===== src/hw/rtl/lcfr_pkg.sv =====
// Shared types and codes for the LED command frame receiver.
// No dependencies; imported by lcfr_exec and led_command_frame_receiver_top.
package lcfr_pkg;

  localparam int unsigned ByteW = 8;
  localparam int unsigned SumW  = 16;

  localparam logic [ByteW-1:0] PayloadLimitRst = 8'd64;

  localparam logic [ByteW-1:0] CmdLedOn   = 8'd0;
  localparam logic [ByteW-1:0] CmdLedOff  = 8'd1;
  localparam logic [ByteW-1:0] CmdSetRed  = 8'd2;
  localparam logic [ByteW-1:0] CmdSetGrn  = 8'd3;
  localparam logic [ByteW-1:0] CmdSetBlue = 8'd4;

  typedef enum logic [1:0] {
    StDecoded  = 2'd0,
    StCorrupt  = 2'd1,
    StBadCmd   = 2'd2,
    StOverflow = 2'd3
  } status_e;

  // LED register set as seen after a frame.
  typedef struct packed {
    logic             enabled;
    logic [ByteW-1:0] blue;
    logic [ByteW-1:0] green;
    logic [ByteW-1:0] red;
  } led_t;

  // Request to carry out a command whose checksum matched.
  typedef struct packed {
    logic             apply;
    logic [ByteW-1:0] code;
    logic [ByteW-1:0] operand;
  } exec_req_t;

endpackage


===== src/hw/rtl/led_command_frame_receiver_top.sv =====
// LED command frame receiver, top level. Depends on lcfr_pkg and lcfr_exec.
// Throughput: one byte word per cycle unless a held result is stalled; the
// frame parser state and the result register are updated in the same cycle
// that a byte is taken; a result is valid the cycle after its frame's last byte.
// Reset (rst_ni low, asynchronous): parser waits for a command byte, all sums,
// LED levels and the enable flag clear, and payload_limit returns to 64.
module led_command_frame_receiver_top import lcfr_pkg::*; (
  input  logic        clk_i,
  input  logic        rst_ni,
  // Configuration: payload_limit
  input  logic        cfg_we_i,
  input  logic [7:0]  cfg_wdata_i,
  // Received bytes. tdata[7:0] = rx_byte
  input  logic        s_axis_tvalid,
  output logic        s_axis_tready,
  input  logic [7:0]  s_axis_tdata,
  // Results. tdata: [7:0] command_code, [15:8] red_level, [23:16] green_level,
  // [31:24] blue_level, [32] leds_enabled, [39:33] zero
  output logic        m_axis_tvalid,
  input  logic        m_axis_tready,
  output logic [39:0] m_axis_tdata,
  // tuser[1:0] = status
  output logic [1:0]  m_axis_tuser
);

  // Parser phases, one per field within a frame.
  typedef enum logic [2:0] {
    PhCmd   = 3'd0,
    PhLen   = 3'd1,
    PhData  = 3'd2,
    PhSumHi = 3'd3,
    PhSumLo = 3'd4
  } phase_e;

  phase_e            phase_q, phase_d;
  logic [ByteW-1:0]  cmd_q, cmd_d;
  logic [ByteW-1:0]  left_q, left_d;
  logic [SumW-1:0]   sum_q, sum_d;
  logic [ByteW-1:0]  sum_hi_q, sum_hi_d;
  logic [ByteW-1:0]  first_q, first_d;
  logic              have_first_q, have_first_d;
  logic [ByteW-1:0]  limit_q;

  logic              out_valid_q;
  status_e           out_status_q;
  logic [ByteW-1:0]  out_cmd_q;
  led_t              out_led_q;

  logic              accept;
  logic              emit;
  status_e           frame_status;
  status_e           status;
  exec_req_t         exec_req;
  logic              bad_cmd;
  led_t              led_next;
  logic [ByteW-1:0]  b;

  // The result register acts as the output stage: a new byte is taken
  // whenever it is empty or being drained in the same cycle.
  assign s_axis_tready = !out_valid_q || m_axis_tready;
  assign accept        = s_axis_tvalid && s_axis_tready;
  assign b             = s_axis_tdata;

  always_comb begin
    phase_d      = phase_q;
    cmd_d        = cmd_q;
    left_d       = left_q;
    sum_d        = sum_q;
    sum_hi_d     = sum_hi_q;
    first_d      = first_q;
    have_first_d = have_first_q;
    emit         = 1'b0;
    frame_status = StDecoded;
    exec_req     = '{apply: 1'b0, code: cmd_q, operand: first_q};

    if (accept) begin
      case (phase_q)
        PhCmd: begin
          cmd_d        = b;
          sum_d        = {{(SumW-ByteW){1'b0}}, b};
          first_d      = '0;
          have_first_d = 1'b0;
          phase_d      = PhLen;
        end
        PhLen: begin
          if (b > limit_q) begin
            // Oversized frame: report now and treat the next byte as a command.
            emit         = 1'b1;
            frame_status = StOverflow;
            phase_d      = PhCmd;
          end else begin
            left_d  = b;
            phase_d = (b == '0) ? PhSumHi : PhData;
          end
        end
        PhData: begin
          if (!have_first_q) begin
            first_d      = b;
            have_first_d = 1'b1;
          end
          sum_d  = sum_q + {{(SumW-ByteW){1'b0}}, b};
          left_d = left_q - 8'd1;
          if (left_d == '0) begin
            phase_d = PhSumHi;
          end
        end
        PhSumHi: begin
          sum_hi_d = b;
          phase_d  = PhSumLo;
        end
        PhSumLo: begin
          phase_d = PhCmd;
          emit    = 1'b1;
          if ({sum_hi_q, b} != sum_q) begin
            frame_status = StCorrupt;
          end else begin
            exec_req.apply = 1'b1;
          end
        end
        default: begin
          phase_d = PhCmd;
        end
      endcase
    end
  end

  // A frame with a good checksum still reports an unknown command code.
  assign status = (exec_req.apply && bad_cmd) ? StBadCmd : frame_status;

  lcfr_exec u_exec (
    .clk_i     (clk_i),
    .rst_ni    (rst_ni),
    .req_i     (exec_req),
    .bad_cmd_o (bad_cmd),
    .led_o     (led_next)
  );

  always_ff @(posedge clk_i or negedge rst_ni) begin
    if (!rst_ni) begin
      phase_q      <= PhCmd;
      cmd_q        <= '0;
      left_q       <= '0;
      sum_q        <= '0;
      sum_hi_q     <= '0;
      first_q      <= '0;
      have_first_q <= 1'b0;
      limit_q      <= PayloadLimitRst;
      out_valid_q  <= 1'b0;
    end else begin
      phase_q      <= phase_d;
      cmd_q        <= cmd_d;
      left_q       <= left_d;
      sum_q        <= sum_d;
      sum_hi_q     <= sum_hi_d;
      first_q      <= first_d;
      have_first_q <= have_first_d;
      if (cfg_we_i) begin
        limit_q <= cfg_wdata_i;
      end
      if (accept && emit) begin
        out_valid_q <= 1'b1;
      end else if (m_axis_tready) begin
        out_valid_q <= 1'b0;
      end
    end
  end

  // Result payload needs no reset; it is loaded only together with valid.
  always_ff @(posedge clk_i) begin
    if (accept && emit) begin
      out_status_q <= status;
      out_cmd_q    <= cmd_q;
      out_led_q    <= led_next;
    end
  end

  assign m_axis_tvalid = out_valid_q;
  assign m_axis_tuser  = out_status_q;
  assign m_axis_tdata  = {7'd0, out_led_q.enabled, out_led_q.blue,
                          out_led_q.green, out_led_q.red, out_cmd_q};

endmodule


===== src/hw/rtl/lcfr_exec.sv =====
// Command executor: holds the LED brightness registers and the enable flag.
// Depends on lcfr_pkg for command codes and the led_t / exec_req_t types.
module lcfr_exec import lcfr_pkg::*; (
  input  logic      clk_i,
  input  logic      rst_ni,
  input  exec_req_t req_i,
  output logic      bad_cmd_o,
  output led_t      led_o
);

  led_t led_q, led_d;

  always_comb begin
    led_d     = led_q;
    bad_cmd_o = 1'b0;
    case (req_i.code)
      CmdLedOn: begin
        led_d.enabled = 1'b1;
      end
      CmdLedOff: begin
        led_d.red   = '0;
        led_d.green = '0;
        led_d.blue  = '0;
      end
      CmdSetRed: begin
        led_d.red = req_i.operand;
      end
      CmdSetGrn: begin
        led_d.green = req_i.operand;
      end
      CmdSetBlue: begin
        led_d.blue = req_i.operand;
      end
      default: begin
        bad_cmd_o = 1'b1;
      end
    endcase
    if (!req_i.apply) begin
      led_d = led_q;
    end
  end

  // The next value is handed out so the result carries the state after the frame.
  assign led_o = led_d;

  always_ff @(posedge clk_i or negedge rst_ni) begin
    if (!rst_ni) begin
      led_q <= '0;
    end else begin
      led_q <= led_d;
    end
  end

endmodule

===== config.mk =====
export PLATFORM = sky130hd
export DESIGN_NAME = led_command_frame_receiver_top
export DESIGN_NICKNAME = d
export VERILOG_FILES = /design/src/hw/rtl/lcfr_pkg.sv /design/src/hw/rtl/led_command_frame_receiver_top.sv /design/src/hw/rtl/lcfr_exec.sv
export SDC_FILE = /design/constraint.sdc
export NUM_CORES = 1
export LEC_CHECK = 0
export ABC_AREA = 1
export BUFFER_PORTS_ARGS = -buffer_cell sky130_fd_sc_hd__buf_2
export CAP_MARGIN = 0
export CORE_MARGIN = 1.5
export CORE_UTILIZATION = 59
export CTS_CLUSTER_DIAMETER = 30
export DETAILED_ROUTE_END_ITERATION = 7
export GPL_ROUTABILITY_DRIVEN = 0
export HOLD_SLACK_MARGIN = 0.1
export PLACE_DENSITY = 0.8
export REMOVE_ABC_BUFFERS = 1
export SLEW_MARGIN = 20
export SYNTH_ARGS = -nofsm -noshare
export SYNTH_HDL_FRONTEND = slang
export SYNTH_HIERARCHICAL = 1
export SYNTH_SLANG_ARGS = --single-unit
export TNS_END_PERCENT = 50

===== constraint.sdc =====
create_clock -name clk_i -period 3.05 [get_ports clk_i]
set_clock_uncertainty 0.15 [all_clocks]
set_input_delay 0.4575 -clock clk_i [delete_from_list [all_inputs] [get_ports clk_i]]
set_output_delay 0.4575 -clock clk_i [all_outputs]
set_load 0.02 [all_outputs]

### Yosys cells after proc, flatten, opt, wreduce, memory -nomap -nowiden

Cells that the tools add are included.

| storage, ports and cells | value |
|---|---|
| output and inout port bits | 44 |
| input bits | 21 |
| ROM bits | 0 |
| memories kept | 0 |
| register bits | 121 |
| RAM bits | 0 |
| word-level logic and storage cells | 84 |
| latch bits | 0 |

| cells by class | value |
|---|---|
| add/sub/neg operators | 2 |
| multipliers | 0 |
| bitwise operators | 1 |
| div/mod/pow operators | 0 |
| multiplexer cells | 28 |
| order comparisons | 1 |
| equality and inequality tests | 12 |
| reductions and logical operators | 20 |
| shift-type cells | 0 |

Operators with widths:

| cell | count |
|---|---|
| $pmux W8 S2 | 5 |
| $pmux W16 S2 | 1 |
| $mux W25 | 1 |
| $logic_not A8 Y1 | 3 |
| $add A16 B8 Y16 | 1 |
| $eq A8 B2 Y1 const B | 2 |
| $mux W8 | 2 |
| $ne A16 B16 Y1 | 1 |
| $pmux W3 S4 | 1 |
| $mux W1 | 11 |
| $eq A8 B1 Y1 const B | 1 |
| $eq A8 B3 Y1 const B | 1 |
| $gt A8 B8 Y1 | 1 |
| $reduce_and A2 Y1 | 4 |
| $sub A8 B1 Y8 const B | 1 |
| $eq A3 B2 Y1 const B | 2 |
| $mux W2 | 3 |
| $ne A2 B2 Y1 const B | 3 |
| $reduce_and A3 Y1 | 2 |
| $reduce_bool A2 Y1 | 3 |
| $reduce_or A5 Y1 | 1 |
| $pmux W1 S2 | 2 |
| $pmux W2 S2 | 1 |
| $eq A3 B1 Y1 const B | 1 |
| 8 further kinds | 10 |

### Longest topological paths before layout

| logic depth | value |
|---|---|
| word-level depth | 6 |
| gate-level depth with buffers | 13 |
| depth with buffers taken out | 13 |

### Cells and area by module

The synthesis kept the hierarchy.

Modules (own cells, without submodules):

| module | cells an instance | seq. area each (µm²) | instances | area each (µm²) |
|---|---|---|---|---|
| led_command_frame_receiver_top | 509 | 2578.7 | 1 | 4738.3 |
| lcfr_exec | 135 | 625.6 | 1 | 1236.2 |

### Worst setup path after synthesis

No wires, ideal clock.

| path | value |
|---|---|
| path kind | reg-to-reg |
| from | register limit_q[6] |
| to | register out_led_q (netlist bit m_axis_tdata[10]), enable pin |
| required time | 2507 ps |
| library setup time | 393 ps |
| setup slack | 476 ps |
| data arrival time | 2032 ps |
| cell stages (with the launch flop) | 9 |
| cells stage by stage | dfstp_2 -> inv_1 -> ha_1 -> nand2_1 -> nor2_1 -> nand2_1 -> nand2_1 -> nand4_1 -> nand2_1 |

| on the way | value |
|---|---|
| longest elaborated chain between the ends | 5 |

Ends and longest elaborated chain:

| element | line | source |
|---|---|---|
| start, declared | led_command_frame_receiver_top.sv:42 | `logic [ByteW-1:0] limit_q;` |
| start signal, assigned | led_command_frame_receiver_top.sv:147 | `limit_q <= PayloadLimitRst;` |
| start signal, assigned | led_command_frame_receiver_top.sv:158 | `limit_q <= cfg_wdata_i;` |
| $gt A8 B8 Y1 | led_command_frame_receiver_top.sv:86 | `if (b > limit_q) begin` |
| $mux W1 | led_command_frame_receiver_top.sv:86 |  |
| $pmux W1 S2 | led_command_frame_receiver_top.sv:77 | `case (phase_q)` |
| $mux W1 | led_command_frame_receiver_top.sv:76 | `if (accept) begin` |
| $logic_and A1 B1 Y1 | led_command_frame_receiver_top.sv:170 | `if (accept && emit) begin` |
| end signal, assigned | led_command_frame_receiver_top.sv:173 | `out_led_q <= led_next;` |
| end, declared | led_command_frame_receiver_top.sv:47 | `led_t out_led_q;` |

No other way between the ends.
A chain may end at the register's enable or synchronous reset.

==> parameters.txt <==
Parameter                              Value

Critical path
  Worst r2r path cells ... 10
  Origin of the critical flop-to-flop path ... sum_q[7]$_DFFE_PN0P_
  Largest stage delay, worst path ... 0.55 ns
  Setup crit start kind ... input port
  CP Class ... in2reg
  Critical path data required time ... 3.17 ns
  CP Capture Type ... flip-flop
  FF-to-FF setup slack ... 0.42 ns
  Crit Reg-Reg Endpoint ... m_axis_tdata[15]$_DFFE_PP_
  CP arrival ... 2.99 ns
  Largest fanout of any net on the critical path ... 26
  Cell repeated most along the worst path ... nand2_1
  Slowest stage cell on the critical path ... dlygate4sd3_1
  Worst-path cell chain ... dlygate4sd3_1, buf_2, ha_1, inv_1, nand4_1, nor3_2, nand2_1, nor2_1, buf_4, nand2_4, nand2_1, nand2_1

GRT
  GR met2 Demand/Resource ... 50.2%
  Initial antenna violation count ... 0
  Met1 track utilization from global routing ... 32.0%
  Number of global-route vias before repair ... 4,780
  First-pass GRT wire length ... 23,200 microns
  Layer carrying the most global-route usage ... met2
  Pin count of the biggest net entering global routing ... 48
  Sum of overflow across all layers after global routing ... 0
  Met3 usage in global routing ... 7.24%
  GRT Total Usage ... 27.8%

STA
  Worst hold slack after final layout ... 0.111 ns
  Crit share post-route ... 94.2%
  Slew of the pin with the lowest slew margin ... 0.617 ns
  Final number of hold-violating endpoints ... 0
  Slew Limit Headroom ... 58.9%
  Peak Freq ... 348 MHz
  Final setup violation count ... 0
  Unrepaired setup endpoints after global routing ... false
  Final Slew Violations ... 0
  Shortest period the worst path allows ... 2.87 ns

Detailed routing
  Vias per cell ... 5.62
  Final ANT Viol Nets ... 0
  Detailed router's first-iteration violation count ... 350
  Routed wirelength normalized by instance count ... 16.1 microns
  Residual DRC ... 0
  First-pass detailed-route iteration total ... 5
  Wire length after detailed routing ... 14,000 microns
  Via total after detailed routing ... 4,876

Synth
  Share of the yosys chip area belonging to registers ... 53.6%
  #FFs+latches synth ... 121
  Top cells by area in the synthesized netlist ... dfrtp_1 (36%), edfxtp_1 (18%), nand2_1 (11%), ha_1 (3.8%), o21ai_0 (3.8%)
  Synthesis Warnings ... 6
  Mean Syn Cell Area ... 9.28 sq um
  Post-Syn Area ... 5970 sq um
  Cell accounting for the most synthesized area ... dfrtp_1
  Synthesized netlist cell count ... 644
  Synth top area share ... 35.6%
  Number of different library cells in the post-synthesis netlist ... 46

Placed design
  Placed instance count ... 822
  Detailed-placement wirelength estimate ... 9220 microns
  Post-placement cell area ... 6350 sq um
  Number of port buffers ... 57

Clock tree
  CTS clock-pin slew for the worst setup and hold paths ... 0.05 ns
  Root buffer cell ... clkbuf_8
  Number of clock sinks ... 121
  Worst-Skew Late Latency ... 0.52 ns
  Clock tree from TritonCTS ... built
  H-tree levels ... 4
  Worst-case clock buffer depth ... 2
  Inserted Clock Buffers ... 17

Power
  Internal portion of total power ... 3.92 mW
  Leak ... 3.44 nW
  Clock power frac ... 29.8%
  Sum of internal, switching and leakage power ... 6.33 mW
  Sequential power share ... 37.4%
  Net Switching ... 2.41 mW
  Combinational power share ... 32.8%
  PD cells ... 899 nW/um^2
  Sw frac ... 38.0%
  VDD IR max ... 0.627 mV

Die
  Die Span Y ... 104 microns
  I/O Pins ... 65
  Die footprint ... 10,700 sq um
  Placeable core region ... 9820 sq um
  Die Width ... 104 microns
  Initial Util ... 60.8%
  Placement row count ... 36

Cells and area
  Number of inserted filler cells in the final layout ... 734
  Post-route insts no fill ... 867
  ANT cells ... 0
  Area added between synthesis and finish ... 17.9%
  Share of final-layout standard cells stronger than drive strength 1 ... 17.6%
  Post-route standard cell area excluding fillers ... 7040 sq um
  Final net count ... 761
  Final core utilization ... 71.7%

Hold path
  Hold_sp ... m_axis_tready
  Hold WC Path Type ... in2reg
  Worst hold path cell count ... 4
  Hold endpoint ... m_axis_tvalid$_DFFE_PN0P_

Outcome
  Status ... finished clean

Job
  Max-cap check violation count ... 0
==> sequential cells by signal (all words and copies together) (netlist names) <==
signal	cells
first_q	8
sum_hi_q	8
m_axis_tdata	25
m_axis_tuser	2
limit_q	8
sum_q	16
m_axis_tvalid	1
u_exec/led_q	25
cmd_q	8
phase_q	3
have_first_q	1
out_cmd_q	8
left_q	8
==> worst max-delay path: cells and delay by family <==
kind	cells	cell delay, ns
fa+ha+maj	1	0.38
buf+inv	4	1.15
simple gates	7	1.00
==> worst max-delay path by stage <==
stage,from,end,slack (ns),depth (start not counted)
floorplan,s_axis_tdata[7],m_axis_tdata[16]$_DFFE_PP_,-0.32,9
global placement,s_axis_tdata[7],m_axis_tdata[16]$_DFFE_PP_,0.30,10
detailed placement,s_axis_tdata[7],m_axis_tdata[19]$_DFFE_PP_,0.17,10
CTS,s_axis_tdata[6],m_axis_tdata[19]$_DFFE_PP_,0.17,11
global route,s_axis_tdata[6],m_axis_tdata[15]$_DFFE_PP_,0.03,12
finish,s_axis_tdata[2],m_axis_tdata[15]$_DFFE_PP_,0.18,12
==> stage by stage <==
step	worst slack, ns	TNS (ns)
2_1_floorplan	-0.324	-4.33
3_3_place_gp	0.302	0
3_5_place_dp	0.168	0
4_1_cts	0.173	0
5_1_grt	0.0330	0
6_report	0.178	0
==> layout by cell type (no fill, tap or decap), drive strengths merged <==
master,count
o31ai,8
o21ai,61
o22ai,1
a21o,2
nand4,27
a22oi,3
o211ai,5
xnor2,3
edfxtp,35
xor2,8
mux2,1
nor2,33
bufinv,2
a21boi,1
inv,67
dfrtp,85
o221ai,2
ha,18
dlygate4sd3,13
a21oi,18
nor3,6
nor4,1
o21bai,3
fa,1
clkinvlp,3
nand3,33
clkinv,5
clkbuf,24
conb,7
o21a,3
nand2,193
dfstp,1
buf,61
==> cell families after synthesis <==
logic type | count (synthesis) | share of synthesized area [%]
AOI/OAI and AO/OA | 107 | 10.2
xor gates and xnor gates | 11 | 1.61
adders and majority gates | 19 | 4.10
buffers and inverters | 91 | 6.81
DFF | 121 | 53.6
muxes | 1 | 0.188
other | 1 | 0.0628
and+or+nand+nor | 293 | 23.4
==> area by class of cell <==
class | count | area [sq um] | area share, %
Clock inverter | 8 | 97.6 | 1.39
Sequential cell | 121 | 3200 | 45.5
Timing Repair Buffer | 74 | 460 | 6.54
Clock buffer | 24 | 460 | 6.54
Tap cell | 133 | 166 | 2.36
Multi-Input combinational cell | 438 | 2400 | 34.0
Inverter | 69 | 259 | 3.68
==> power by group through the flow <==
stage | clock network (mW) | registers, mW | logic (mW)
after floorplan | 0 | 2.40 | 1.44
after global routing | 1.99 | 2.41 | 2.32
after global placement | 0 | 2.36 | 1.93
final | 1.88 | 2.37 | 2.08
after CTS | 1.90 | 2.36 | 2.06
after detailed placement | 0 | 2.38 | 2.01
==> synthesized netlist by cell type, drive strengths merged <==
master and instances:
a21oi 18, a22oi 3, o21a 3, mux2 1, xnor2 3, clkinv 2, clkbuf 5, dfstp 1
o221ai 2, conb 1, nor4 1, nand2 193, nand3 33, o211ai 5, xor2 8, buf 17
nor3 6, o22ai 1, inv 67, a21o 2, a21boi 1, nand4 27, o21bai 3, dfrtp 85
o31ai 8, edfxtp 35, nor2 33, ha 18, fa 1, o21ai 61
==> what timing repair did <==
item,CTS,global route
gates resized for setup,0,2
endpoints found under the setup margin,0,12
buffers inserted,0,0
hold endpoints to repair,55,0
hold buffers,13,0
==> routing by layer <==
| layer | vias up | routed length [microns] |
|---|---|---|
| met5 | - | 0 |
| met4 | 0 | 202 |
| met3 | 21 | 940 |
| met2 | 202 | 7430 |
| met1 | 2351 | 5420 |
| li1 | 2302 | - |
Note: power is estimated with default switching activity, not from simulation.
